`src/rtl/pmpp_pkg.sv`:
```
// Shared types and constants for the palette match and pixel pack block.
// No dependencies; imported by every module of the block.
package pmpp_pkg;

  // Palette geometry
  localparam int PAL_ENTRIES = 256;
  localparam int PAL_AW      = $clog2(PAL_ENTRIES);

  // floor(d/3) for d <= 765 as (d * 683) >> 11
  localparam int DIST_W     = 10;
  localparam int DIV3_MUL   = 683;
  localparam int DIV3_SHIFT = 11;
  localparam int PROD_W     = 20;

  // Transaction commands
  localparam logic [1:0] CMD_WRITE   = 2'd0;
  localparam logic [1:0] CMD_CONVERT = 2'd1;
  localparam logic [1:0] CMD_UNPACK  = 2'd2;

  // Configuration register indexes
  localparam logic REG_BPP      = 1'b0;
  localparam logic REG_PALETTED = 1'b1;

  // Supported depths
  localparam logic [7:0] BPP_8  = 8'd8;
  localparam logic [7:0] BPP_15 = 8'd15;
  localparam logic [7:0] BPP_16 = 8'd16;
  localparam logic [7:0] BPP_24 = 8'd24;
  localparam logic [7:0] BPP_RESET = BPP_24;

  typedef struct packed {
    logic [7:0] r;
    logic [7:0] g;
    logic [7:0] b;
  } rgb_t;

  // Scan status back to the controller
  typedef struct packed {
    logic              done;
    logic [PAL_AW-1:0] idx;
    rgb_t              rgb;
  } scan_res_t;

  // Packed / unpacked result fields
  typedef struct packed {
    logic [23:0] color;
    rgb_t        rgb;
    logic        err;
  } pack_res_t;

endpackage

```
`src/rtl/pmpp_pack.sv`:
```
// Pixel pack for convert and unpack for unpack, by configured depth.
// Pure combinational. Uses pmpp_pkg.
module pmpp_pack
  import pmpp_pkg::*;
(
  input  logic              unpack,
  input  logic [7:0]        bpp,
  input  logic              paletted,
  input  rgb_t              rgb,
  input  logic [PAL_AW-1:0] best_idx,
  input  logic [23:0]       color,
  output pack_res_t         res
);

  always_comb begin
    res = '0;
    if (unpack) begin
      unique case (bpp)
        BPP_15: begin
          res.rgb.r = {color[4:0], 3'b000};
          res.rgb.g = {color[9:5], 3'b000};
          res.rgb.b = {color[14:10], 3'b000};
        end
        BPP_16: begin
          res.rgb.r = {color[4:0], 3'b000};
          res.rgb.g = {color[10:5], 2'b00};
          res.rgb.b = {color[15:11], 3'b000};
        end
        BPP_24: begin
          res.rgb.r = color[7:0];
          res.rgb.g = color[15:8];
          res.rgb.b = color[23:16];
        end
        default: res.err = 1'b1;
      endcase
    end else begin
      unique case (bpp)
        BPP_15: begin
          res.color = {9'd0, rgb.b[7:3], rgb.g[7:3], rgb.r[7:3]};
          res.rgb   = rgb;
        end
        BPP_16: begin
          res.color = {8'd0, rgb.b[7:3], rgb.g[7:2], rgb.r[7:3]};
          res.rgb   = rgb;
        end
        BPP_24: begin
          res.color = {rgb.b, rgb.g, rgb.r};
          res.rgb   = rgb;
        end
        BPP_8: begin
          // index output only makes sense with a palette
          if (paletted) begin
            res.color = 24'(best_idx);
            res.rgb   = rgb;
          end else begin
            res.err = 1'b1;
          end
        end
        default: res.err = 1'b1;
      endcase
    end
  end

endmodule
```
`config.mk`:
```
export PLATFORM = sky130hd
export DESIGN_NAME = pmpp_pack
export DESIGN_NICKNAME = d
export VERILOG_FILES = /design/src/rtl/pmpp_pkg.sv /design/src/rtl/pmpp_pack.sv
export SDC_FILE = /design/constraint.sdc
export NUM_CORES = 1
export LEC_CHECK = 0
export ABC_AREA = 1
export BUFFER_PORTS_ARGS = -buffer_cell sky130_fd_sc_hd__buf_4
export CAP_MARGIN = 10
export CORE_ASPECT_RATIO = 0.6
export CORE_MARGIN = 4
export CORE_UTILIZATION = 40
export DETAILED_ROUTE_END_ITERATION = 8
export PLACE_DENSITY_LB_ADDON = 0.12
export SETUP_SLACK_MARGIN = 0.05
export SLEW_MARGIN = 20
export SYNTH_ARGS = -nofsm -noshare
export SYNTH_HDL_FRONTEND = slang
export SYNTH_SLANG_ARGS = --single-unit
```
`constraint.sdc`:
```
create_clock -name vclk -period 1.9
set_input_delay 0.19 -clock vclk [all_inputs]
set_output_delay 0.19 -clock vclk [all_outputs]
set_load 0.01 [all_outputs]
```
# Yosys cells after proc, flatten, opt, wreduce, memory -nomap -nowiden
# Index checks and enable logic that the tools add are counted.
# word_totals
ff_bits,0
# op_classes
eq_ne,4
n_mux,8
n_reduce_logical,1
# ops
cell,count
48-bit one-hot mux with 4 select lines,1
24-bit one-hot mux with 3 select lines,1
32-bit 2-to-1 mux,1
25-bit 2-to-1 mux,1
24-bit 2-to-1 mux,1
"8-bit by 4-bit == test with 1-bit output, second input constant",2
"8-bit by 5-bit == test with 1-bit output, second input constant",2
3-bit OR reduction,1
1-bit 2-to-1 mux,2
1-bit one-hot mux with 2 select lines,1

# Depth between registers and ports, before layout
# depth
ltp_word,4
ltp_mapped,10
depth_no_buf,9

# Least setup slack after synthesis
# No wires, ideal clock.
# synth_timing
path_kind,input to output
startpoint,input port bpp[2]
endpoint,output port res[25] (netlist bit)
arrival_ns,1.036
required_time_ns,1.710
slack_ns,0.674
stages,8
n_path_buf,1
path_cell_list,nor2_1 > nand2_2 > nor2_8 > buf_12 > nand2_2 > nand2_1 > nor2_1 > nor2_1
# synth_lines
item,line,source
from (decl),pmpp_pack.sv:7,"input logic [7:0] bpp,"
to (decl),pmpp_pack.sv:12,output pack_res_t res

==> metrics.cfg <==
[status]
status = finished, final reports clean

[timing]
fin_setup_tns_ns = 0
setup_viol = 0
rsz0062_at_grt = false
fmax_mhz = 604
drv_slew = 0
report.final.hold_viol_count = 0
final.period_utilization_pct = 87.1
max_slew_margin_pct = 72.1
tightest_slew_ns = 0.417
fin_crit_ns = 1.66

[placed_design]
gp_congestion = 0.882
hpwl_um = 5250
dpl_cell_area_um2 = 2660
numPlacedInstances = 533
portBuffers = 115

[power_and_ir_drop]
p_comb_share_pct = 100.0
ir_worst_vdd_uv = 67.2
power.density_nw_per_um2 = 97.6
share_clk_of_total_power_pct = 0
p_sw_share_pct = 52.6
power_frac_seq_pct = 0
p_leak_nw = 1.70
switchingPower_mw = 0.137
intPower_mw = 0.124

[cells_and_area]
stdcell_area_um2 = 2670
instances_no_fill = 534
n_fill_cell = 449
clockBufferCount = 0
drive_gt1_share_pct = 43.2
multi_input_area_um2 = 1440
finalNetCount = 542
antennaDiodeCount = 0
seq_cell_count = 0
area_growth_syn_to_layout_pct = 49.1
ff_latch_area_um2 = 0

[clock_tree]
post_cts_buffers = 0
cts-resized-gates = 0
hold_buffers = 0

[drt]
drtPass1Iterations = 4
drtAntennaViolNets = 0
wl_per_cell_um = 11.7
drcViolationCount = 0
vias_per_cell = 4.68
wirelength_um = 6270
vias = 2498
drtIter0Drc = 108

[critical_path]
cp_slowest_cell = nand2_2
worst_ep_arrival_time_ns = 1.47
path_delay_family = simple AND/OR/NAND/NOR gates
cp_num_buf_inv = 4
end_kind = output pin
timing.critical_path.from = bpp[5]
slowest_delay_ns = 0.28
path_class = input port to output pin
path_cells = buf_4 > inv_1 > nand2_1 > nor2_2 > nand2_2 > inv_4 > nand2_1 > a21oi_1 > buf_4
required_ns = 1.71
crit_path_max_fanout = 16
start_kind = input port

[synthesis]
syn-num-nets = 432
yosys.area_share.xor_xnor_pct = 0
ys_seq_area_share_pct = 0
yosysWarnings = 0
synth_top_family_by_area = simple AND/OR/NAND/NOR gates
synthAdderAreaFrac_pct = 0
synth_mux_area_share_pct = 0
syn-cell-area_um2 = 1790
avgSynthCellArea_um2 = 4.90
synth_compound_area_share_pct = 5.44
yosys.area_share.simple_pct = 74.0
synth_cell_types = 23
syn_inst = 366

[die]
pin_count = 115
start_util_pct = 42.6
core_area_um2 = 4210
fp-row-count = 18
die_area_um2 = 5650
die_h_um = 59.9
die_w_um = 94.4

[global_routing]
grt_usage_pct = 20.8
grt_start_max_net_pins = 29
grt_pass1_vias = 2100
grt_pass1_wl_um = 9660
antenna_found_initial = 0
overflow = 0

[min_path]
min_from = color[16]
hold_path.class = input port to output pin

[flow_run]
maxCapViolCount = 0

[stage by stage]
| stage | power (mW) | hold WS, ns | util, % | worst slack, ns |
|---|---|---|---|---|
| 2_1_floorplan | 0.104 | 0.493 | - | 0.674 |
| 3_3_place_gp | 0.256 | 0.659 | 63.0 | 0.175 |
| 3_5_place_dp | 0.259 | 0.665 | 63.0 | 0.150 |
| 4_1_cts | 0.260 | 0.665 | 63.0 | 0.144 |
| 5_1_grt | 0.287 | 0.685 | 63.5 | 0.0793 |
| 6_report | 0.261 | 0.663 | 63.5 | 0.245 |
[routing by layer]
layer	GRT usage [%]	share of wire, %
met1	32.2	48
met2	32.2	43
met3	3.02	9.2
met4	0	0
met5	0	0
[cell families after synthesis]
kind of cell / after synthesis
AO/OA/AOI/OAI: 19
buffers and inverters: 73
AND/OR/NAND/NOR: 274
[cell type report]
class,count,share of cell area [%]
timing repair buffer,127,35.7
tap,60,2.81
multi-input combinational,294,54.0
inverter,53,7.54
[worst paths after layout]
path | slack (ns) | cells past startpoint | endpoint
worst max-delay path | 0.24 | 9 | res[40]
worst min-delay path | 0.66 | 4 | res[1]
[cells in the mapped netlist, types with 4 or more instances]
cell,count,share of area (%)
nand2_1,108,23
nand2_2,63,22
nor2_1,53,11
inv_1,50,10
nand3_1,29,8.1
o21ai_0,12,3.3
nor3_1,8,2.2
buf_2,7,2.0
clkbuf_1,5,1.0
buf_6,4,2.5
nor2_4,4,2.5
[power by group through the flow]
stage | clock network [mW] | registers, mW | logic, mW
after detailed placement | 0 | 0 | 0.259
after floorplan | 0 | 0 | 0.104
final | 0 | 0 | 0.261
after CTS | 0 | 0 | 0.260
after global routing | 0 | 0 | 0.287
after global placement | 0 | 0 | 0.256
[layout by cell type, fill, tap and decap left out, drive strengths merged]
cell type / count
buf: 127
nand2: 171
o21a: 1
nor3: 8
nor2: 62
o21ai: 15
nand4: 2
a21oi: 3
nand3: 32
inv: 53
Power figures use the tool's default switching activity.
