$ cat config.mk
export PLATFORM = sky130hd
export DESIGN_NAME = pmpp_scan
export DESIGN_NICKNAME = d
export VERILOG_FILES = /design/src/rtl/pmpp_pkg.sv /design/src/rtl/pmpp_scan.sv
export SDC_FILE = /design/constraint.sdc
export NUM_CORES = 1
export LEC_CHECK = 0
export ABC_CLOCK_PERIOD_IN_PS = 9100
export BUFFER_PORTS_ARGS = -buffer_cell sky130_fd_sc_hd__buf_2
export CAP_MARGIN = 20
export CORE_MARGIN = 10
export CORE_UTILIZATION = 50
export CTS_CLUSTER_DIAMETER = 120
export DETAILED_ROUTE_END_ITERATION = 16
export PLACE_DENSITY = 0.73
export SLEW_MARGIN = 30
export SYNTH_ARGS = -nofsm -noshare
export SYNTH_HDL_FRONTEND = slang
export SYNTH_SLANG_ARGS = --single-unit
$ cat constraint.sdc
create_clock -name clk -period 9.1 [get_ports clk]
set_input_delay 0.91 -clock clk [delete_from_list [all_inputs] [get_ports clk]]
set_output_delay 0.91 -clock clk [all_outputs]
set_load 0.005 [all_outputs]
$ cat src/rtl/pmpp_pkg.sv
// Shared types and constants for the palette match and pixel pack block.
// No dependencies; imported by every module of the block.
package pmpp_pkg;

  // Palette geometry
  localparam int PAL_ENTRIES = 256;
  localparam int PAL_AW      = $clog2(PAL_ENTRIES);

  // floor(d/3) for d <= 765 as (d * 683) >> 11
  localparam int DIST_W     = 10;
  localparam int DIV3_MUL   = 683;
  localparam int DIV3_SHIFT = 11;
  localparam int PROD_W     = 20;

  // Transaction commands
  localparam logic [1:0] CMD_WRITE   = 2'd0;
  localparam logic [1:0] CMD_CONVERT = 2'd1;
  localparam logic [1:0] CMD_UNPACK  = 2'd2;

  // Configuration register indexes
  localparam logic REG_BPP      = 1'b0;
  localparam logic REG_PALETTED = 1'b1;

  // Supported depths
  localparam logic [7:0] BPP_8  = 8'd8;
  localparam logic [7:0] BPP_15 = 8'd15;
  localparam logic [7:0] BPP_16 = 8'd16;
  localparam logic [7:0] BPP_24 = 8'd24;
  localparam logic [7:0] BPP_RESET = BPP_24;

  typedef struct packed {
    logic [7:0] r;
    logic [7:0] g;
    logic [7:0] b;
  } rgb_t;

  // Scan status back to the controller
  typedef struct packed {
    logic              done;
    logic [PAL_AW-1:0] idx;
    rgb_t              rgb;
  } scan_res_t;

  // Packed / unpacked result fields
  typedef struct packed {
    logic [23:0] color;
    rgb_t        rgb;
    logic        err;
  } pack_res_t;

endpackage

$ cat src/rtl/pmpp_scan.sv
// Nearest-entry scan: one palette read per cycle, distance stage, compare stage.
// Drives the palette read port. Uses pmpp_pkg.
module pmpp_scan
  import pmpp_pkg::*;
(
  input  logic              clk,
  input  logic              rst,
  input  logic              start,
  input  rgb_t              ref_rgb,
  output logic              rd_en,
  output logic [PAL_AW-1:0] rd_addr,
  input  rgb_t              rd_data,
  output scan_res_t         res
);

  localparam logic [PAL_AW-1:0] LAST_ADDR = PAL_AW'(PAL_ENTRIES - 1);

  logic              busy;
  logic              draining;
  logic [PAL_AW-1:0] scan_addr;
  logic              rd_vld;
  logic [PAL_AW-1:0] rd_idx;
  logic              ds_vld;
  logic [PAL_AW-1:0] ds_idx;
  rgb_t              ds_rgb;
  logic [7:0]        ds_dist;
  logic [PAL_AW-1:0] best_idx;
  rgb_t              best_rgb;
  logic [7:0]        best_dist;

  logic [7:0]        dr, dg, db;
  logic [DIST_W-1:0] dsum;
  logic [PROD_W-1:0] prod;
  logic [7:0]        dist3;
  logic              done;

  // Manhattan distance over 3 of the entry just read
  always_comb begin
    dr    = (ref_rgb.r > rd_data.r) ? ref_rgb.r - rd_data.r : rd_data.r - ref_rgb.r;
    dg    = (ref_rgb.g > rd_data.g) ? ref_rgb.g - rd_data.g : rd_data.g - ref_rgb.g;
    db    = (ref_rgb.b > rd_data.b) ? ref_rgb.b - rd_data.b : rd_data.b - ref_rgb.b;
    dsum  = DIST_W'(dr) + DIST_W'(dg) + DIST_W'(db);
    prod  = PROD_W'(dsum) * PROD_W'(DIV3_MUL);
    dist3 = prod[DIV3_SHIFT +: 8];
  end

  assign rd_en   = busy;
  assign rd_addr = scan_addr;
  assign done    = draining && !rd_vld && !ds_vld;

  // Address sequencer and pipeline valids
  always_ff @(posedge clk) begin
    if (rst) begin
      busy     <= 1'b0;
      draining <= 1'b0;
      rd_vld   <= 1'b0;
      ds_vld   <= 1'b0;
    end else begin
      rd_vld <= busy;
      ds_vld <= rd_vld;
      if (start) begin
        busy <= 1'b1;
      end else if (busy && (scan_addr == LAST_ADDR)) begin
        busy     <= 1'b0;
        draining <= 1'b1;
      end
      if (done) begin
        draining <= 1'b0;
      end
    end
  end

  // Address counter and datapath stages
  always_ff @(posedge clk) begin
    if (start) begin
      scan_addr <= '0;
    end else if (busy) begin
      scan_addr <= scan_addr + 1'b1;
    end
    rd_idx  <= scan_addr;
    ds_idx  <= rd_idx;
    ds_rgb  <= rd_data;
    ds_dist <= dist3;
    // entry 0 seeds the best, later ones replace only when strictly closer
    if (ds_vld && ((ds_idx == '0) || (ds_dist < best_dist))) begin
      best_idx  <= ds_idx;
      best_rgb  <= ds_rgb;
      best_dist <= ds_dist;
    end
  end

  assign res.done = done;
  assign res.idx  = best_idx;
  assign res.rgb  = best_rgb;

endmodule

# Word level (Yosys, flattened, before mapping)

Cells that the tools add are included.

Register bits: 100
Input port bits: 51
Output and inout port bits: 42
Logic and storage cells: 48

$add $sub $neg: 9
Multipliers: 1
$lt $le $gt $ge: 4
Equal/unequal tests: 1
Mux-type cells: 5
Bitwise logic cells: 1
Reduce and logical (&&, ||, !) cells: 11

Operator list:

| cell                     | number |
|---|---|
| $sub A8 B8 Y8            | 6 |
| $gt A8 B8 Y1             | 3 |
| $mux W8                  | 3 |
| $mul A10 B10 Y19 const B | 1 |
| $add A9 B8 Y10           | 1 |
| $add A8 B8 Y9            | 1 |
| $add A8 B1 Y8 const B    | 1 |
| $eq A8 B8 Y1 const B     | 1 |
| $logic_not A8 Y1         | 1 |
| $lt A8 B8 Y1             | 1 |
| $logic_and A1 B1 Y1      | 4 |
| $logic_not A1 Y1         | 2 |
| $mux W1                  | 2 |
| $reduce_and A2 Y1        | 1 |
| $reduce_bool A2 Y1       | 1 |
| $reduce_or A2 Y1         | 1 |
| $logic_or A1 B1 Y1       | 1 |
| $not A1 Y1               | 1 |

# Depth between registers and ports, before layout

Word-level depth: 5
Mapped depth: 34
Mapped depth without buffers: 33

# Least setup slack after synthesis

OpenSTA, ideal clock, no wires.

Kind: input to register
Start point: input ref_rgb[16] (netlist name)
End point: register ds_dist[5]
Data arrival time: 8.233 ns
Data required time: 8.978 ns
Path slack: 0.745 ns
Cell stages on the path: 32
Buffers on the path: 1
Path through: inv_1 > ha_1 > inv_1 > fa_1 > nand3_1 > a21oi_2 > o31ai_2 > buf_8 > mux2_2 > fa_1 > ha_1 > fa_1 > a21o_1 > a21oi_1 > nand2b_1 > nand2b_1 > a21oi_1 > xnor2_1 > ha_1 > ha_1 > fa_1 > fa_1 > inv_1 > fa_1 > inv_1 > ha_1 > nand4_1 > nor2_1 > a41oi_1 > a21boi_0 > nor4_1 > a311o_1

Longest elaborated chain between the ends: 5
Elaborated cells between the ends (all ways): 7
Classes of those cells: add/sub (4); mul (1); order compare (1); mux (1)

RTL lines:

| what                                                 | RTL line        | RTL |
|---|---|---|
| start: declaration                                   | pmpp_scan.sv:9  | `input rgb_t ref_rgb,` |
| $sub A8 B8 Y8 / $gt A8 B8 Y1 (equally long branches) | pmpp_scan.sv:39 | `dr = (ref_rgb.r > rd_data.r) ? ref_rgb.r - rd_data.r : rd_data.r - ref_rgb.r;` |
| $mux W8 (*)                                          | pmpp_scan.sv:39 |  |
| $add A8 B8 Y9 (*)                                    | pmpp_scan.sv:42 | `dsum = DIST_W'(dr) + DIST_W'(dg) + DIST_W'(db);` |
| $add A9 B8 Y10 (*)                                   | pmpp_scan.sv:42 |  |
| $mul A10 B10 Y19 (*)                                 | pmpp_scan.sv:43 | `prod = PROD_W'(dsum) * PROD_W'(DIV3_MUL);` |
| via prod[16]                                         | pmpp_scan.sv:33 | `logic [PROD_W-1:0] prod;` |
| end signal: assignment                               | pmpp_scan.sv:83 | `ds_dist <= dist3;` |
| end: declaration                                     | pmpp_scan.sv:26 | `logic [7:0] ds_dist;` |

Mark *: on every way through the listed nets, which the timed path passes. The rest lies on a longest branch.
A chain may end at the register's enable or synchronous reset.

# Worst setup path in the final report

Start point: input ref_rgb[5] (netlist name)
End point: register ds_dist[5]

Longest elaborated chain between the ends: 4
Elaborated cells between the ends (all ways): 6
Classes of those cells: add/sub (3); mul (1); order compare (1); mux (1)

RTL lines:

| what                                                 | RTL line        | RTL |
|---|---|---|
| $sub A8 B8 Y8 / $gt A8 B8 Y1 (equally long branches) | pmpp_scan.sv:41 | `db = (ref_rgb.b > rd_data.b) ? ref_rgb.b - rd_data.b : rd_data.b - ref_rgb.b;` |
| $mux W8 (*)                                          | pmpp_scan.sv:41 |  |
| $add A9 B8 Y10 (*)                                   | pmpp_scan.sv:42 |  |
| $mul A10 B10 Y19 (*)                                 | pmpp_scan.sv:43 |  |
| via prod[16]                                         | pmpp_scan.sv:33 |  |

Marked as above.

==> results.toml <==
[floorplanning]
start_util_pct = 51.1
row_count = 43
ioPinCount = 93
core-area_mm2 = 0.0139
die_area_mm2 = 0.0193
die_h_um = 139
dieWidth_um = 139

[logic_synthesis]
synth_cell_types = 53
ys.flop_type = "dfxtp_1"
yosysTopAreaCell = "ha_1"
syn_inst = 664
ys.warnings.count = 0
synth_seq_area_share_pct = 33.9
synth_top_area_share_pct = 20.8
ys_top_cells_by_count = "118 x ha_1, 111 x inv_1, 60 x dfxtp_1"
avgSynthCellArea_um2 = 10.7
synth_area_leaders = "ha_1 21%, dfxtp_1 17%, edfxtp_1 17%, fa_1 10%, inv_1 5.9%"
async_flop_share_pct = 0
synth.most_common_cell = "ha_1"
synth_nets = 869
netlist_area_mm2 = 0.00709
ys_seq_elements = 100
synth_edf_count = 40

[placement]
dp_hpwl_um = 12400
port_buffers = 92
pre_cts_slack_ns = -0.356
gp_congestion = 0.887

[detailed_routing]
detail_route.wl_per_cell_um = 15.9
vias = 5026
finalWirelength_um = 15200
routed_via_density = 5.26
drcViolationCount = 0
dr.first_iter.drc_count = 197
first_pass_iters = 4
ant_nets = 0

[cells_and_area]
final_nets = 975
diodes = 0
multi_input_area_mm2 = 0.00417
seqCellArea_mm2 = 0.00240
areaGrowthSynthToFinish_pct = 14.5
drive_gt1_share_pct = 19.7
fill_cells = 1181

[timing]
fin_ws_ns = 0.569
finalSetupViolations = 0
slew_viol_final = 0
clock_skew_ns = 0.0108
hold_viol = 0
timing.fmax_mhz = 117
fin_crit_ns = 8.53
timing.final.crit_share_pct = 93.8
tightest_slew_ns = 0.732
rsz0062_at_grt = "no"
slew_headroom_pct = 49.9

[grt]
grtUsageTotal_pct = 15.7
antenna_found_initial = 0
grt_max_degree = 41
grt_pass1_vias = 5412
grt-ovfl-total = 0
grt_first_pass_wirelength_um = 25400

[clock_network]
clk_pin_slew_ns = 0.07
hold_buffers = 0
numCtsBuffers = 9
cts_num_sinks = 100
clockBufferDepth = 2
cts_root_buffer = "clkbuf_16"
htree_num_levels = 3
cts_tree = "built"
worstSkewPairLatency_ns = 0.37

[setup_path]
crit_slowest_cell = "fa_1"
crit_type = "in2reg"
critPathMaxFanout = 10
reg2reg_to = "res[20]"
worst_setup_path_start_kind = "primary input"
crit_arrival_ns = 8.77
r2r_cells = 8
r2r_start = "best_dist[1]"
endpoint_kind = "register"
slowest_delay_ns = 0.55
required_ns = 9.34
rrSetupSlack_ns = 6.71

[min_path]
min_path_cells = 0
min-delay-start = "rd_idx[1]"
holdPathEnd = "ds_idx[1]"
worstHoldPathType = "reg2reg"

[status]
outcome = "finished clean"

[flow_run]
max-cap-violations = 0
-- sequential cells by signal, indices dropped and copies added (netlist names) --
| signal | count |
|---|---|
| best_dist | 8 |
| best_idx | 8 |
| draining | 1 |
| ds_dist | 8 |
| ds_idx | 8 |
| ds_rgb | 24 |
| ds_vld | 1 |
| rd_addr | 8 |
| rd_en | 1 |
| rd_idx | 8 |
| rd_vld | 1 |
| res | 24 |
-- final cells by class --
cell class                      count  share of cell area, %
Clock buffer                        9                   2.77
Clock inverter                      7                   1.06
Inverter                          111                   5.13
Multi-Input combinational cell    438                   51.4
Sequential cell                   100                   29.6
Tap cell                          180                   2.77
Timing Repair Buffer              110                   7.33
-- metal layers --
layer,routed length [µm],global-route usage (%)
met1,6490,18.2
met4,305,6.32
met3,752,3.80
met2,7660,27.3
met5,0,0
-- repair_timing --
action                     4_1_cts  5_1_grt
pin swaps                        0        2
buffers inserted                 0       11
hold endpoints to repair         0        0
gates resized for setup          1        1
setup endpoints to repair        1        5
-- logic make-up after synthesis --
kind of cell	Yosys count	synth area share (%)
AOI/OAI and AO/OA	109	11.0
adders and majority gates	154	31.0
and+or+nand+nor	113	8.24
DFF	100	33.9
muxes	23	3.49
buffers and inverters	126	7.64
xor gates and xnor gates	39	4.82
-- worst max-delay path by stage --
stage	to	cells after the start	slack (ns)	startpoint
2_1_floorplan	ds_dist[5]	32	0.75	ref_rgb[16]
3_3_place_gp	ds_dist[5]	32	-0.06	ref_rgb[16]
3_5_place_dp	ds_dist[5]	32	-0.36	ref_rgb[16]
4_1_cts	ds_dist[5]	32	0.25	ref_rgb[16]
5_1_grt	ds_dist[5]	31	0.04	ref_rgb[5]
6_report	ds_dist[5]	31	0.57	ref_rgb[5]
-- layout by cell type, fill, tap and decap left out, types with 14 or more instances in the layout --
cell	count
xor2_1	21
nor2_1	22
xnor2_1	18
mux2_2	14
dfxtp_1	60
fa_1	36
nand2_1	20
ha_1	118
o21ai_0	19
a21oi_1	24
buf_2	92
nor2b_1	14
edfxtp_1	40
buf_4	18
a21o_1	17
inv_1	111
-- critical path: cells and delay by family --
family	cells	cell delay [ns]
buf+inv	5	0.43
mux	1	0.36
fa+ha+maj	10	4.06
xor+xnor	1	0.19
simple gates	7	1.23
compound gates	7	1.61
-- stage by stage --
stage	instances	TNS, ns	instance area (µm²)	hold WS, ns	utilization, %
final	955	0	8120	0.330	58.5
after global routing	955	0	8120	0.336	58.5
after CTS	944	0	8040	0.330	57.9
after detailed placement	928	-1.29	7720	0.313	55.6
after global placement	928	-0.0736	7720	0.311	55.6
after floorplan	664	0	7090	0.310	-
Power is left out: the tool's default activity adds up to more than one toggle a clock period on the data nets, which glitch-free logic cannot reach.
